## src/hdl/qhd_pkg.sv

```systemverilog
// package: types, constants and helpers of the qam hard-decision demapper
package qhd_pkg;

    localparam int SAMPLE_W = 16;
    localparam int GAIN_W   = 16;
    localparam int MODE_W   = 4;
    localparam int BITS_W   = 8;
    localparam int BASE_W   = 16;
    localparam int FRAC_W   = SAMPLE_W - 4;
    localparam int PROD_W   = BASE_W + GAIN_W;
    localparam int GAIN_SH  = 16 + GAIN_W - 4;
    localparam int RND_SH   = GAIN_SH - FRAC_W;
    localparam int UNSC_SH  = 16;
    localparam int UNSC_W   = BASE_W + FRAC_W + 1;
    localparam int MAG_W    = SAMPLE_W + 1;
    localparam int THR_W    = SAMPLE_W + 1;
    localparam int CMP_W    = SAMPLE_W + 5;
    localparam int Q_DEPTH  = 2;
    localparam int Q_PTR_W  = $clog2(Q_DEPTH);
    localparam int Q_CNT_W  = $clog2(Q_DEPTH + 1);

    localparam logic [MODE_W-1:0] MODE_QPSK   = 4'd2;
    localparam logic [MODE_W-1:0] MODE_16QAM  = 4'd4;
    localparam logic [MODE_W-1:0] MODE_64QAM  = 4'd6;
    localparam logic [MODE_W-1:0] MODE_256QAM = 4'd8;
    localparam logic [MODE_W-1:0] MODE_RESET  = MODE_QPSK;

    localparam logic [BASE_W-1:0] BASE_16QAM  = 16'd41449;
    localparam logic [BASE_W-1:0] BASE_64QAM  = 16'd20225;
    localparam logic [BASE_W-1:0] BASE_256QAM = 16'd10053;

    typedef struct packed {
        logic signed [SAMPLE_W-1:0] in_phase;
        logic signed [SAMPLE_W-1:0] quadrature;
        logic        [GAIN_W-1:0]   channel_gain;
    } t_in_beat;

    typedef struct packed {
        logic [BITS_W-1:0] hard_bits;
        logic              unsupported_mode;
    } t_out_beat;

    typedef struct packed {
        logic signed [SAMPLE_W-1:0] x;
        logic signed [SAMPLE_W-1:0] y;
        logic        [PROD_W-1:0]   prod;
        logic                       gain_zero;
        logic        [MODE_W-1:0]   mode;
    } t_mid_beat;

    typedef struct packed {
        logic [MAG_W-1:0]  xm;
        logic [MAG_W-1:0]  ym;
        logic              x_neg;
        logic              y_neg;
        logic              y_zero;
        logic [THR_W-1:0]  thr;
        logic [MODE_W-1:0] mode;
    } t_thr_beat;

    function automatic logic [BASE_W-1:0] base_for_mode(input logic [MODE_W-1:0] mode);
        logic [BASE_W-1:0] base;
        unique case (mode)
            MODE_16QAM:  base = BASE_16QAM;
            MODE_64QAM:  base = BASE_64QAM;
            MODE_256QAM: base = BASE_256QAM;
            default:     base = '0;
        endcase
        return base;
    endfunction

    function automatic logic [MAG_W-1:0] mag_of(input logic signed [SAMPLE_W-1:0] v);
        logic signed [MAG_W-1:0] w;
        w = MAG_W'(v);
        return v[SAMPLE_W-1] ? MAG_W'(-w) : MAG_W'(w);
    endfunction

endpackage

```

## src/hdl/qhd_front.sv

```systemverilog
// front stage: takes input beats, tags the mode and forms base times gain
module qhd_front (
    input  logic                       i_clk,
    input  logic                       i_rst_n,
    input  logic                       i_in_valid,
    output logic                       o_in_ready,
    input  qhd_pkg::t_in_beat          i_in_beat,
    input  logic [qhd_pkg::MODE_W-1:0] i_mode,
    output logic                       o_mid_valid,
    input  logic                       i_mid_ready,
    output qhd_pkg::t_mid_beat         o_mid_beat
);
    import qhd_pkg::*;

    logic              r_valid;
    logic              n_valid;
    t_mid_beat         r_beat;
    logic [BASE_W-1:0] base;
    logic              take;

    assign o_in_ready  = !r_valid || i_mid_ready;
    assign take        = i_in_valid && o_in_ready;
    assign base        = base_for_mode(i_mode);
    assign o_mid_valid = r_valid;
    assign o_mid_beat  = r_beat;

    always_comb begin
        n_valid = r_valid;
        if (take) begin
            n_valid = 1'b1;
        end else if (i_mid_ready) begin
            n_valid = 1'b0;
        end
    end

    always_ff @(posedge i_clk) begin
        if (!i_rst_n) begin
            r_valid <= 1'b0;
        end else begin
            r_valid <= n_valid;
        end
    end

    always_ff @(posedge i_clk) begin
        if (take) begin
            r_beat.x         <= i_in_beat.in_phase;
            r_beat.y         <= i_in_beat.quadrature;
            r_beat.prod      <= PROD_W'(base) * PROD_W'(i_in_beat.channel_gain);
            r_beat.gain_zero <= (i_in_beat.channel_gain == '0);
            r_beat.mode      <= i_mode;
        end
    end

endmodule

```

## src/hdl/qhd_queue.sv

```systemverilog
// short fifo between the front and back stages
module qhd_queue (
    input  logic               i_clk,
    input  logic               i_rst_n,
    input  logic               i_push_valid,
    output logic               o_push_ready,
    input  qhd_pkg::t_mid_beat i_push_beat,
    output logic               o_pop_valid,
    input  logic               i_pop_ready,
    output qhd_pkg::t_mid_beat o_pop_beat
);
    import qhd_pkg::*;

    t_mid_beat          r_mem [Q_DEPTH];
    logic [Q_PTR_W-1:0] r_wptr;
    logic [Q_PTR_W-1:0] r_rptr;
    logic [Q_CNT_W-1:0] r_count;
    logic               push;
    logic               pop;

    assign o_push_ready = (r_count != Q_CNT_W'(Q_DEPTH));
    assign o_pop_valid  = (r_count != '0);
    assign o_pop_beat   = r_mem[r_rptr];
    assign push         = i_push_valid && o_push_ready;
    assign pop          = o_pop_valid && i_pop_ready;

    always_ff @(posedge i_clk) begin
        if (!i_rst_n) begin
            r_wptr  <= '0;
            r_rptr  <= '0;
            r_count <= '0;
        end else begin
            if (push) begin
                r_wptr <= (r_wptr == Q_PTR_W'(Q_DEPTH - 1)) ? '0 : r_wptr + 1'b1;
            end
            if (pop) begin
                r_rptr <= (r_rptr == Q_PTR_W'(Q_DEPTH - 1)) ? '0 : r_rptr + 1'b1;
            end
            if (push && !pop) begin
                r_count <= r_count + 1'b1;
            end else if (pop && !push) begin
                r_count <= r_count - 1'b1;
            end
        end
    end

    always_ff @(posedge i_clk) begin
        if (push) begin
            r_mem[r_wptr] <= i_push_beat;
        end
    end

endmodule

```

## src/hdl/qhd_back.sv

```systemverilog
// back stages: threshold rounding, then gray decisions into the output register
module qhd_back (
    input  logic               i_clk,
    input  logic               i_rst_n,
    input  logic               i_mid_valid,
    output logic               o_mid_ready,
    input  qhd_pkg::t_mid_beat i_mid_beat,
    output logic               o_out_valid,
    input  logic               i_out_ready,
    output qhd_pkg::t_out_beat o_out_beat
);
    import qhd_pkg::*;

    logic               r_thr_valid;
    t_thr_beat          r_thr;
    logic               thr_ready;
    logic               thr_take;
    logic [PROD_W:0]    sum_gain;
    logic [UNSC_W-1:0]  sum_unsc;
    logic [THR_W-1:0]   thr_gain;
    logic [THR_W-1:0]   thr_unsc;

    logic               r_out_valid;
    t_out_beat          r_out;
    logic               out_take;
    t_out_beat          n_out;

    logic signed [CMP_W-1:0] a1;
    logic signed [CMP_W-1:0] a2;
    logic signed [CMP_W-1:0] a3;
    logic signed [CMP_W-1:0] a4;
    logic signed [CMP_W-1:0] xm;
    logic signed [CMP_W-1:0] ym;
    logic signed [CMP_W-1:0] dx;
    logic signed [CMP_W-1:0] dy;
    logic signed [CMP_W-1:0] dxa;
    logic signed [CMP_W-1:0] dya;
    logic signed [CMP_W-1:0] ex;
    logic signed [CMP_W-1:0] ey;
    logic signed [CMP_W-1:0] exa;
    logic signed [CMP_W-1:0] eya;

    // threshold stage
    assign thr_ready   = !r_thr_valid || out_take || !r_out_valid || i_out_ready;
    assign o_mid_ready = thr_ready;
    assign thr_take    = i_mid_valid && thr_ready;

    assign sum_gain = {1'b0, i_mid_beat.prod} + ((PROD_W + 1)'(1) << (RND_SH - 1));
    assign thr_gain = THR_W'(sum_gain >> RND_SH);
    assign sum_unsc = {1'b0, base_for_mode(i_mid_beat.mode), {FRAC_W{1'b0}}}
                    + (UNSC_W'(1) << (UNSC_SH - 1));
    assign thr_unsc = THR_W'(sum_unsc >> UNSC_SH);

    always_ff @(posedge i_clk) begin
        if (!i_rst_n) begin
            r_thr_valid <= 1'b0;
        end else if (thr_ready) begin
            r_thr_valid <= i_mid_valid;
        end
    end

    always_ff @(posedge i_clk) begin
        if (thr_take) begin
            r_thr.xm     <= mag_of(i_mid_beat.x);
            r_thr.ym     <= mag_of(i_mid_beat.y);
            r_thr.x_neg  <= i_mid_beat.x[SAMPLE_W-1];
            r_thr.y_neg  <= i_mid_beat.y[SAMPLE_W-1];
            r_thr.y_zero <= (i_mid_beat.y == '0);
            r_thr.thr    <= i_mid_beat.gain_zero ? thr_unsc : thr_gain;
            r_thr.mode   <= i_mid_beat.mode;
        end
    end

    // decision stage
    assign out_take = r_thr_valid && (!r_out_valid || i_out_ready);

    always_comb begin
        a1  = CMP_W'(r_thr.thr);
        a2  = a1 <<< 1;
        a3  = a1 + a2;
        a4  = a1 <<< 2;
        xm  = CMP_W'(r_thr.xm);
        ym  = CMP_W'(r_thr.ym);
        dx  = xm - a4;
        dy  = ym - a4;
        dxa = dx[CMP_W-1] ? -dx : dx;
        dya = dy[CMP_W-1] ? -dy : dy;
        ex  = dxa - a2;
        ey  = dya - a2;
        exa = ex[CMP_W-1] ? -ex : ex;
        eya = ey[CMP_W-1] ? -ey : ey;

        n_out = '0;
        unique case (r_thr.mode)
            MODE_QPSK: begin
                n_out.hard_bits[0] = r_thr.y_neg;
                n_out.hard_bits[1] = !r_thr.x_neg;
            end
            MODE_16QAM: begin
                n_out.hard_bits[0] = (ym <= a1);
                n_out.hard_bits[1] = r_thr.y_neg;
                n_out.hard_bits[2] = (xm <= a1);
                n_out.hard_bits[3] = !r_thr.x_neg;
            end
            MODE_64QAM: begin
                n_out.hard_bits[0] = (ym >= a1) && (ym <= a3);
                n_out.hard_bits[1] = (ym <= a2);
                n_out.hard_bits[2] = r_thr.y_neg || r_thr.y_zero;
                n_out.hard_bits[3] = (xm >= a1) && (xm <= a3);
                n_out.hard_bits[4] = (xm <= a2);
                n_out.hard_bits[5] = !r_thr.x_neg;
            end
            MODE_256QAM: begin
                n_out.hard_bits[0] = (eya <= a1);
                n_out.hard_bits[1] = (dya <= a2);
                n_out.hard_bits[2] = (ym <= a4);
                n_out.hard_bits[3] = r_thr.y_neg || r_thr.y_zero;
                n_out.hard_bits[4] = (exa <= a1);
                n_out.hard_bits[5] = (dxa <= a2);
                n_out.hard_bits[6] = (xm <= a4);
                n_out.hard_bits[7] = !r_thr.x_neg;
            end
            default: begin
                n_out.unsupported_mode = 1'b1;
            end
        endcase
    end

    always_ff @(posedge i_clk) begin
        if (!i_rst_n) begin
            r_out_valid <= 1'b0;
        end else if (out_take) begin
            r_out_valid <= 1'b1;
        end else if (i_out_ready) begin
            r_out_valid <= 1'b0;
        end
    end

    always_ff @(posedge i_clk) begin
        if (out_take) begin
            r_out <= n_out;
        end
    end

    assign o_out_valid = r_out_valid;
    assign o_out_beat  = r_out;

endmodule

```

## src/hdl/qam_hard_decision_demapper_core.sv

```systemverilog
// top level of the qam hard-decision demapper
//
//  channel   direction  handshake                 beat
//  in        in         i_in_valid / o_in_ready   i_in_beat  (i, q, gain)
//  out       out        o_out_valid / i_out_ready o_out_beat (bits, flag)
//  cfg       in         i_cfg_we                  i_cfg_wdata (modulation order)
//
// one beat per clock sustained while the output is ready; each beat passes in order through
// the front multiply register, queue, threshold register and output register
// the single base-times-gain multiplier sets the stage split
// synchronous active-low reset empties all stages and sets order to qpsk
// a stalled output backs up through the two-entry queue to the input ready
module qam_hard_decision_demapper_core (
    input  logic                       i_clk,
    input  logic                       i_rst_n,
    input  logic                       i_in_valid,
    output logic                       o_in_ready,
    input  qhd_pkg::t_in_beat          i_in_beat,
    output logic                       o_out_valid,
    input  logic                       i_out_ready,
    output qhd_pkg::t_out_beat         o_out_beat,
    input  logic                       i_cfg_we,
    input  logic [qhd_pkg::MODE_W-1:0] i_cfg_wdata
);
    import qhd_pkg::*;

    logic [MODE_W-1:0] r_mode;
    logic              front_valid;
    logic              front_ready;
    t_mid_beat         front_beat;
    logic              q_valid;
    logic              q_ready;
    t_mid_beat         q_beat;

    always_ff @(posedge i_clk) begin
        if (!i_rst_n) begin
            r_mode <= MODE_RESET;
        end else if (i_cfg_we) begin
            r_mode <= i_cfg_wdata;
        end
    end

    qhd_front u_front (
        .i_clk       (i_clk),
        .i_rst_n     (i_rst_n),
        .i_in_valid  (i_in_valid),
        .o_in_ready  (o_in_ready),
        .i_in_beat   (i_in_beat),
        .i_mode      (r_mode),
        .o_mid_valid (front_valid),
        .i_mid_ready (front_ready),
        .o_mid_beat  (front_beat)
    );

    qhd_queue u_queue (
        .i_clk        (i_clk),
        .i_rst_n      (i_rst_n),
        .i_push_valid (front_valid),
        .o_push_ready (front_ready),
        .i_push_beat  (front_beat),
        .o_pop_valid  (q_valid),
        .i_pop_ready  (q_ready),
        .o_pop_beat   (q_beat)
    );

    qhd_back u_back (
        .i_clk       (i_clk),
        .i_rst_n     (i_rst_n),
        .i_mid_valid (q_valid),
        .o_mid_ready (q_ready),
        .i_mid_beat  (q_beat),
        .o_out_valid (o_out_valid),
        .i_out_ready (i_out_ready),
        .o_out_beat  (o_out_beat)
    );

endmodule
```

## config.mk

```make
export PLATFORM = sky130hd
export DESIGN_NAME = qam_hard_decision_demapper_core
export DESIGN_NICKNAME = d
export VERILOG_FILES = /design/src/hdl/qhd_pkg.sv /design/src/hdl/qhd_front.sv /design/src/hdl/qhd_queue.sv /design/src/hdl/qhd_back.sv /design/src/hdl/qam_hard_decision_demapper_core.sv
export SDC_FILE = /design/constraint.sdc
export NUM_CORES = 1
export LEC_CHECK = 0
export BUFFER_PORTS_ARGS = -buffer_cell sky130_fd_sc_hd__buf_2
export CORE_UTILIZATION = 52
export CTS_CLUSTER_SIZE = 10
export DETAILED_ROUTE_END_ITERATION = 10
export PLACE_DENSITY = 0.68
export SYNTH_ARGS = -nofsm -noshare
export SYNTH_HDL_FRONTEND = slang
export SYNTH_SLANG_ARGS = --single-unit
```

## constraint.sdc

```tcl
create_clock -name i_clk -period 8.54 [get_ports i_clk]
set_input_delay 0.854 -clock i_clk [delete_from_list [all_inputs] [get_ports i_clk]]
set_output_delay 0.854 -clock i_clk [all_outputs]
set_load 0.02 [all_outputs]
```

Word level (Yosys, flattened, before mapping):

Memories as Yosys holds them, arrays and structs flattened. A register that Yosys moved wholly into a read port is not among the register bits.
Cells that the tools add are included.

* register bits after elaboration: 147
* RAM bits: 138
* bits of input ports: 57
* output and inout port bits: 11
* word-level logic and storage cells: 121
* memories kept: 1

Memory list
* u_queue.r_mem: words 2, bits a word 69, read ports 1, clocked after memory_dff 1, wr ports 1, RTL line qhd_queue.sv:14 `t_mid_beat r_mem [Q_DEPTH];`

* add/sub/neg operators: 17
* multiply operators: 1
* magnitude comparators: 14
* eq/ne operators: 11
* multiplexer cells: 25
* reductions and logical operators: 27

Operators with widths (number)
* 16-bit case mux with 3 select lines: 2
* 21-bit 2-to-1 mux: 4
* 21-bit negator: 4
* 18-bit by 21-bit <= comparator with 1-bit output: 2
* 21-bit by 18-bit <= comparator with 1-bit output: 2
* 21-bit by 19-bit <= comparator with 1-bit output: 2
* 21-bit by 19-bit subtractor with 21-bit output: 2
* 17-bit by 19-bit subtractor with 20-bit output: 2
* 17-bit by 19-bit <= comparator with 1-bit output: 2
* 17-bit by 18-bit <= comparator with 1-bit output: 2
* 17-bit greater-or-equal comparator: 2
* 17-bit <= comparator: 2
* 16-bit negator with 17-bit output: 2
* 32-bit by 16-bit adder with 33-bit output, second input constant: 1
* 16-bit zero test: 2
* 16-bit by 16-bit multiplier with 32-bit output: 1
* 15-bit 2-to-1 mux: 2
* 28-bit by 16-bit adder with 29-bit output, second input constant: 1
* 4-bit by 3-bit equality test with 1-bit output, second input constant: 6
* 17-bit by 18-bit adder with 19-bit output: 1
* 13-bit 2-to-1 mux: 1
* 4-bit equality test, second input constant: 3
* 1-bit 2-to-1 mux: 11
* 1-bit logical AND: 8
* other kinds (13): 28

Depth between registers and ports, before layout:

Gate-level depths: netlist (run 1).

* word-level depth: 10
* mapped depth: 35
* mapped depth without buffers: 34

Hierarchy:

From an unflattened synthesis (run 1), not the netlist that was laid out.

* cells, all modules: 2645
* area, all modules: 27103.5 um^2

Modules (own cells, without submodules)
* qhd_back: times used 1, cells an instance 1493, area each 12315.6 um^2, sequential area each 2052.0 um^2
* qhd_front: times used 1, cells an instance 900, area each 9380.2 um^2, sequential area each 2092.0 um^2
* qhd_queue: times used 1, cells an instance 239, area each 5260.0 um^2, sequential area each 4244.1 um^2
* qam_hard_decision_demapper_core: times used 1, cells an instance 13, area each 147.6 um^2, sequential area each 80.1 um^2

Least setup slack after synthesis (run 1):

Ideal clock, no wire load.

* path kind: register -> register
* from: register r_mode[2]
* to: register u_front.r_beat (netlist bit u_front.o_mid_beat[36]) (data pin)
* library setup time: 0.260 ns
* arrival: 7.187 ns
* data required time: 8.280 ns
* slack: 1.093 ns
* cell stages (with the launch flop): 28
* buffers on the path: 1
* clock period less this slack: 7.447 ns
* cells stage by stage: dfxtp_1 nor2b_1 nor3b_1 clkbuf_1 and2_1 or3_1 fa_1 fa_1 inv_1 fa_1 inv_1 fa_1 inv_1 fa_1 inv_1 fa_1 ha_1 and4_1 o2111ai_1 nor2_1 a211oi_1 a31oi_1 a21oi_1 o21ai_0 o41ai_1 o2111ai_1 a21oi_1 xnor2_1

* cells in the longest elaborated chain, start to end: 3
* elaborated cells on any way between the ends: 5
* those cells by class: mul (1); eq/ne (3); mux (1)

Ends and longest elaborated chain
* start: declaration: RTL line qam_hard_decision_demapper_core.sv:27 `logic [MODE_W-1:0] r_mode;`
* start signal: assignment: RTL line qam_hard_decision_demapper_core.sv:39 `r_mode <= i_cfg_wdata;`
* 4-bit equality test / 4-bit by 3-bit equality test with 1-bit output (equally long branches): RTL line qhd_pkg.sv:63 `unique case (mode)`
* 16-bit case mux with 3 select lines *: RTL line qhd_pkg.sv:63
* 16-bit by 16-bit multiplier with 32-bit output *: RTL line qhd_front.sv:48 `r_beat.prod <= PROD_W'(base) * PROD_W'(i_in_beat.channel_gain);`
* end: declaration: RTL line qhd_front.sv:17 `t_mid_beat r_beat;`

Every way passes the cells marked *; elsewhere a longest branch is shown, timed or not.
A chain may end at the register's enable or synchronous reset.

Worst setup path in the final report (run 1):

Ends and elaborated chain as after synthesis.

==> reports/results.ini, run 1 <==
[clock_network]
cts_max_path_buffers=3
cts_buffers=30
cts_tree=yes
postCtsSetupRepairBufs=0
clk_latency_ns=0.59
clockRootBuffer=clkbuf_16
path_clk_slew_ns=0.06
cts-htree-levels=1
clock_sinks=241

[grt]
gr-total-overflow=0
grt_pass1_wl_um=101000
grt_pass1_vias=18700
antenna_found_initial=0
grt_max_degree=72
grt_usage_pct=26.9

[placement]
numPortBuffers=67
dpl-instance-area_um2=26100
place_congestion=0.998
hpwlAfterDp_um=53100

[timing]
setup_tns_ns=0
slew_violations=0
report.final.hold_viol_count=0
finalSetupViolCount=0
max_slew.worst_pin.slew_ns=1.09
period_minus_slack_ns=7.95
timing.fmax_mhz=126
post-route-period-util_pct=93.1
clock_skew_ns=0.0503
rsz0062_at_grt=false
max_slew_margin_pct=27.3

[routing]
dr.pass1.iters=8
drt_wl_total_um=64600
routedWlPerCell_um=20.3
vias_per_cell=5.91
drc=3
drt_iter0_markers=1258
antenna_left=0
vias=18800

[logic_synthesis]
ys_async_sr_fraction_pct=0
ys_seq_area_share_pct=28.6
synth_area_um2=24900
synth_area_leaders=edfxtp_1 (28%), ha_1 (18%), fa_1 (12%), inv_1 (4.3%), xnor2_1 (3.8%)
synth_area_per_cell_um2=10.1
synth_edf_count=229
yosysUniqueCellTypes=89
ys_ff_latch=241
synth-main-ff-cell=edfxtp_1
synth.most_common_cell=ha_1
synth.top_cells.by_count=ha_1 (357), inv_1 (282), edfxtp_1 (229)
postSynthCellCount=2465
synth_top_area_share_pct=27.6
ys_warn_count=0
yosys.area.top_type=edfxtp_1

[finish]
n_antenna_cell=0
area_growth_pct=8.31
stdcell_area_um2=26900
drive_gt1_share_pct=8.25
final_nets=3126

[critical_path]
cp.required_ns=8.88
crit_arrival_ns=8.28
crit_type=reg -> reg
crit_path_start_kind=flip-flop
cp_max_fo=17
ff2ff_path_depth=24
cp-end-kind=flip-flop

[die]
ios=68
num_rows=79
die_y_um=221
start_util_pct=53.1
coreArea_um2=46900
die_w_um=221
dieArea_um2=48700

[worst_hold_path]
hp-class=in -> reg
whs_path_depth=1

[status]
violations=DRC
outcome=finished, violations left

[flow_run]
max_cap_viol_count=0

## path summary, 6_finish.rpt
path	slack [ns]	endpoint	startpoint
hold reg to reg	0.44	u_queue.r_mem[1][20]	u_front.o_mid_beat[20]
setup reg to reg	0.59	u_front.o_mid_beat[36]	r_mode[2]
hold / removal	0.43	u_front.o_mid_beat[37]	i_in_beat[16]
setup / recovery	0.59	u_front.o_mid_beat[36]	r_mode[2]
## layout by cell type (no fill, tap or decap), types with 39 or more instances in the layout
cell      instances
o21ai_0         111
xor2_1           78
a21oi_1         119
edfxtp_1        229
nand4_1          39
o21a_1           42
inv_1           281
xnor2_1         108
fa_1            151
ha_1            357
nand3_1          39
nor2_1          146
buf_2            67
nor3_1           45
nand2_1         104
and2_1           51
nand2b_1         39
mux2i_1          41
a21o_1           73
## worst max-delay path, cell delays in order (launching register included)
cell and delay (ns):
dfxtp_1 0.40, nor2b_1 0.22, and3b_1 0.55, and2_1 0.30, or3_1 0.28, fa_1 0.49, fa_1 0.50, fa_1 0.50
inv_1 0.06, fa_1 0.50, fa_1 0.54, inv_1 0.05, fa_1 0.47, ha_1 0.35, and4_1 0.19, o2111ai_1 0.12
nor2_1 0.08, a211oi_1 0.29, a31oi_1 0.22, a21oi_1 0.26, o21ai_0 0.20, o41ai_1 0.58, o2111ai_1 0.26, a21oi_1 0.23
xnor2_1 0.08
## cells by family (layout without fill, tap and decap cells)
family | count (synthesis) | in the layout | synth area share, %
AND/OR/NAND/NOR | 639 | 639 | 13.6
AO/OA/AOI/OAI | 512 | 512 | 13.9
adder cells (fa/ha/maj) | 508 | 508 | 30.1
buffers and inverters | 322 | 426 | 4.91
flip-flops | 241 | 241 | 28.6
XOR/XNOR | 187 | 187 | 6.62
multiplexers | 55 | 55 | 2.28
other | 1 | 2 | 0.0151
## cell type report
type | instances | area, um^2
clock buffers | 34 | 766
clock inverters | 7 | 68.8
fillers | 4066 | 19900
inverters | 284 | 1070
multi-input cells | 1903 | 16600
flip-flops and latches | 241 | 7120
well taps | 607 | 759
repair buffers | 101 | 591
## routing by layer
metal,GRT usage (%),vias to the layer above,wire length (um)
li1,-,9024,-
met1,36.5,9141,29200
met2,45.1,473,30400
met3,2.91,124,3030
met4,8.26,0,1950
met5,0,-,0
## metrics by stage
step,setup slack [ns],hold WS (ns),std cells,util (%)
6_report,0.592,0.434,3177,57.5
5_1_grt,0.0179,0.406,3177,57.5
4_1_cts,0.399,0.410,3177,57.5
3_5_place_dp,0.440,0.430,3136,55.7
3_3_place_gp,0.589,0.423,3136,55.7
2_1_floorplan,1.09,0.421,2466,-
## registers in the layout (all words and copies together) (netlist names), 2 cells and up, named ones only
name and count:
r_mode 4, u_back.a1 17, u_back.o_out_beat 9, u_back.r_thr 41, u_front.o_mid_beat 54, u_queue.r_count 2, u_queue.r_mem 108
## what timing repair did
item                                    4_1_cts  5_1_grt
endpoints found under the setup margin        0        1
gates resized for setup                       0        5
hold buffers                                  0        0
Power of run 1 is not shown: default switching activity piles up to over one toggle a cycle in this logic, so the estimate is an artifact.
==> run 2: changes to the inputs <==
CAP_MARGIN = 10   (was not set)
RECOVER_POWER = 25   (was not set)
==> run 2 against run 1 <==
Compared with the run above:
- register-to-register slack about the same
- critical path depth unchanged
- core utilization about the same
- first-iteration DRC count decreased by 1.3%
- global-route usage unchanged
- clock-buffer cell count unchanged
- non-clock buffer count unchanged
- the run still ends with DRC left
- die area unchanged
==> reports/results.ini, run 2 (synthesis gave the netlist of run 1 again) <==
[status]
outcome=finished, violations left  ; unchanged
violations=DRC  ; unchanged

[worst_hold_path]
hp-class=in -> reg  ; unchanged
whs_path_depth=1  ; unchanged

[timing]
period_minus_slack_ns=7.95  ; about the same
timing.fmax_mhz=126  ; about the same
report.final.hold_viol_count=0  ; unchanged
rsz0062_at_grt=false  ; unchanged
setup_tns_ns=0  ; unchanged
max_slew.worst_pin.slew_ns=1.06  ; was 1.09 ns
clock_skew_ns=0.0502  ; was 0.0503 ns
post-route-period-util_pct=93.1  ; about the same
finalSetupViolCount=0  ; unchanged
max_slew_margin_pct=29.0  ; was 27.3%
slew_violations=0  ; unchanged

[die]
ios=68  ; unchanged
die_w_um=221  ; unchanged
coreArea_um2=46900  ; unchanged
start_util_pct=53.1  ; unchanged
dieArea_um2=48700  ; unchanged
num_rows=79  ; unchanged
die_y_um=221  ; unchanged

[critical_path]
crit_type=reg -> reg  ; unchanged
startpoint=r_mode[2]  ; unchanged
worst_path_max_delay_cell=o41ai_1  ; unchanged
cp-end-kind=flip-flop  ; unchanged
cp_max_fo=17  ; unchanged
crit_path_frequent_cell=fa_1  ; unchanged
crit_chain=nor2b_1, and3b_1, and2_1, or3_1, fa_1, fa_1, fa_1, inv_1, fa_1, fa_1, inv_1, fa_1, ha_1, and4_1, o2111ai_1, nor2_1, a211oi_1, a31oi_1, a21oi_1, o21ai_0, o41ai_1, o2111ai_1, a21oi_1, xnor2_1  ; unchanged
worstSetupEndpoint=u_front.o_mid_beat[36]  ; unchanged
r2r-start=r_mode[2]  ; unchanged
crit_path_start_kind=flip-flop  ; unchanged
slowest_delay_ns=0.58  ; about the same
cp.required_ns=8.88  ; about the same
crit_arrival_ns=8.29  ; was 8.28 ns
reg2reg_to=u_front.o_mid_beat[36]  ; unchanged
ff2ff_path_depth=24  ; unchanged
r2r_setup_slack_ns=0.59  ; about the same

[finish]
area_growth_pct=8.29  ; was 8.31%
drive_gt1_share_pct=8.13  ; was 8.25%
n_antenna_cell=0  ; unchanged
regMostFlops=u_queue.r_mem  ; unchanged
fill_cells=4069  ; was 4066
mostFrequentLayoutCells=ha_1 (357), inv_1 (281), edfxtp_1 (229)  ; unchanged
final_common_cell=ha_1  ; unchanged
final_nets=3126  ; unchanged
largest_register_ffs=108  ; unchanged

[grt]
grt_pass1_wl_um=101000  ; unchanged
gr-total-overflow=0  ; unchanged
grt_max_degree=72  ; unchanged
antenna_found_initial=0  ; unchanged
grt_pass1_vias=18700  ; unchanged
grt_usage_pct=26.9  ; unchanged

[routing]
routedWlPerCell_um=20.3  ; about the same
vias_per_cell=5.91  ; about the same
dr.pass1.iters=8  ; unchanged
drc=3  ; unchanged
drt_iter0_markers=1242  ; was 1258
antenna_left=0  ; unchanged
drt_wl_total_um=64600  ; about the same
vias=18800  ; about the same

[clock_network]
cts_max_path_buffers=3  ; unchanged
cts_tree=yes  ; unchanged
clock_sinks=241  ; unchanged
cts_resized=0  ; unchanged
clk_latency_ns=0.59  ; about the same
cts_buffers=30  ; unchanged
postCtsSetupRepairBufs=0  ; unchanged
clockRootBuffer=clkbuf_16  ; unchanged
cts_hold_buf=0  ; unchanged
path_clk_slew_ns=0.06  ; about the same
cts-htree-levels=1  ; unchanged

[placement]
place_congestion=0.998  ; unchanged
numPortBuffers=67  ; unchanged
hpwlAfterDp_um=53100  ; unchanged

[flow_run]
max_cap_viol_count=0  ; unchanged

==> run 2: routing by layer <==
layer,GRT usage (%),share of wire [%],up-vias
li1,-,-,9010
met4,8.26,3.0,0
met3,2.91,4.9,122
met1,36.5,45,9143
met5,0,0,-
met2,45.1,47,499
==> run 2: how the worst min path moves through the flow <==
stage,startpoint,end,slack (ns)
final,i_in_beat[16],u_front.o_mid_beat[37],0.43
after global routing,i_in_beat[27],u_front.o_mid_beat[48],0.41
after CTS,i_in_beat[27],u_front.o_mid_beat[48],0.41
after detailed placement,u_front.o_mid_beat[29],u_queue.r_mem[1][29],0.43
after global placement,u_front.o_mid_beat[25],u_queue.r_mem[0][25],0.42
after floorplan,u_front.o_mid_beat[0],u_queue.r_mem[0][0],0.42
==> run 2: cell type report <==
cell class                      instances  area, um^2  share of cell area, %
Sequential cell                       241        7120                   26.4
Inverter                              284        1070                   3.96
Multi-Input combinational cell       1903       16600                   61.5
Timing Repair Buffer                  101         587                   2.18
Tap cell                              607         759                   2.82
Clock buffer                           34         766                   2.84
Clock inverter                          7        68.8                  0.255
==> run 2: worst max-delay path, delay by kind of cell (launching register included) <==
family | cells | cell delay, ns
buf+inv | 2 | 0.11
fa+ha+maj | 7 | 3.35
xor+xnor | 1 | 0.08
compound gates | 8 | 2.16
simple gates | 6 | 1.63
flops | 1 | 0.40
==> run 2: stage by stage <==
step | hold WS (ns) | util (%) | cell area, um^2 | worst slack (ns) | std cells
global route | 0.406 | 57.5 | 26900 | 0.0179 | 3177
finish | 0.434 | 57.5 | 26900 | 0.590 | 3177
floorplan | 0.421 | - | 24900 | 1.09 | 2466
detailed placement | 0.430 | 55.7 | 26100 | 0.440 | 3136
CTS | 0.410 | 57.5 | 26900 | 0.399 | 3177
global placement | 0.423 | 55.7 | 26100 | 0.589 | 3136
Power of run 2 is left out for the same reason.
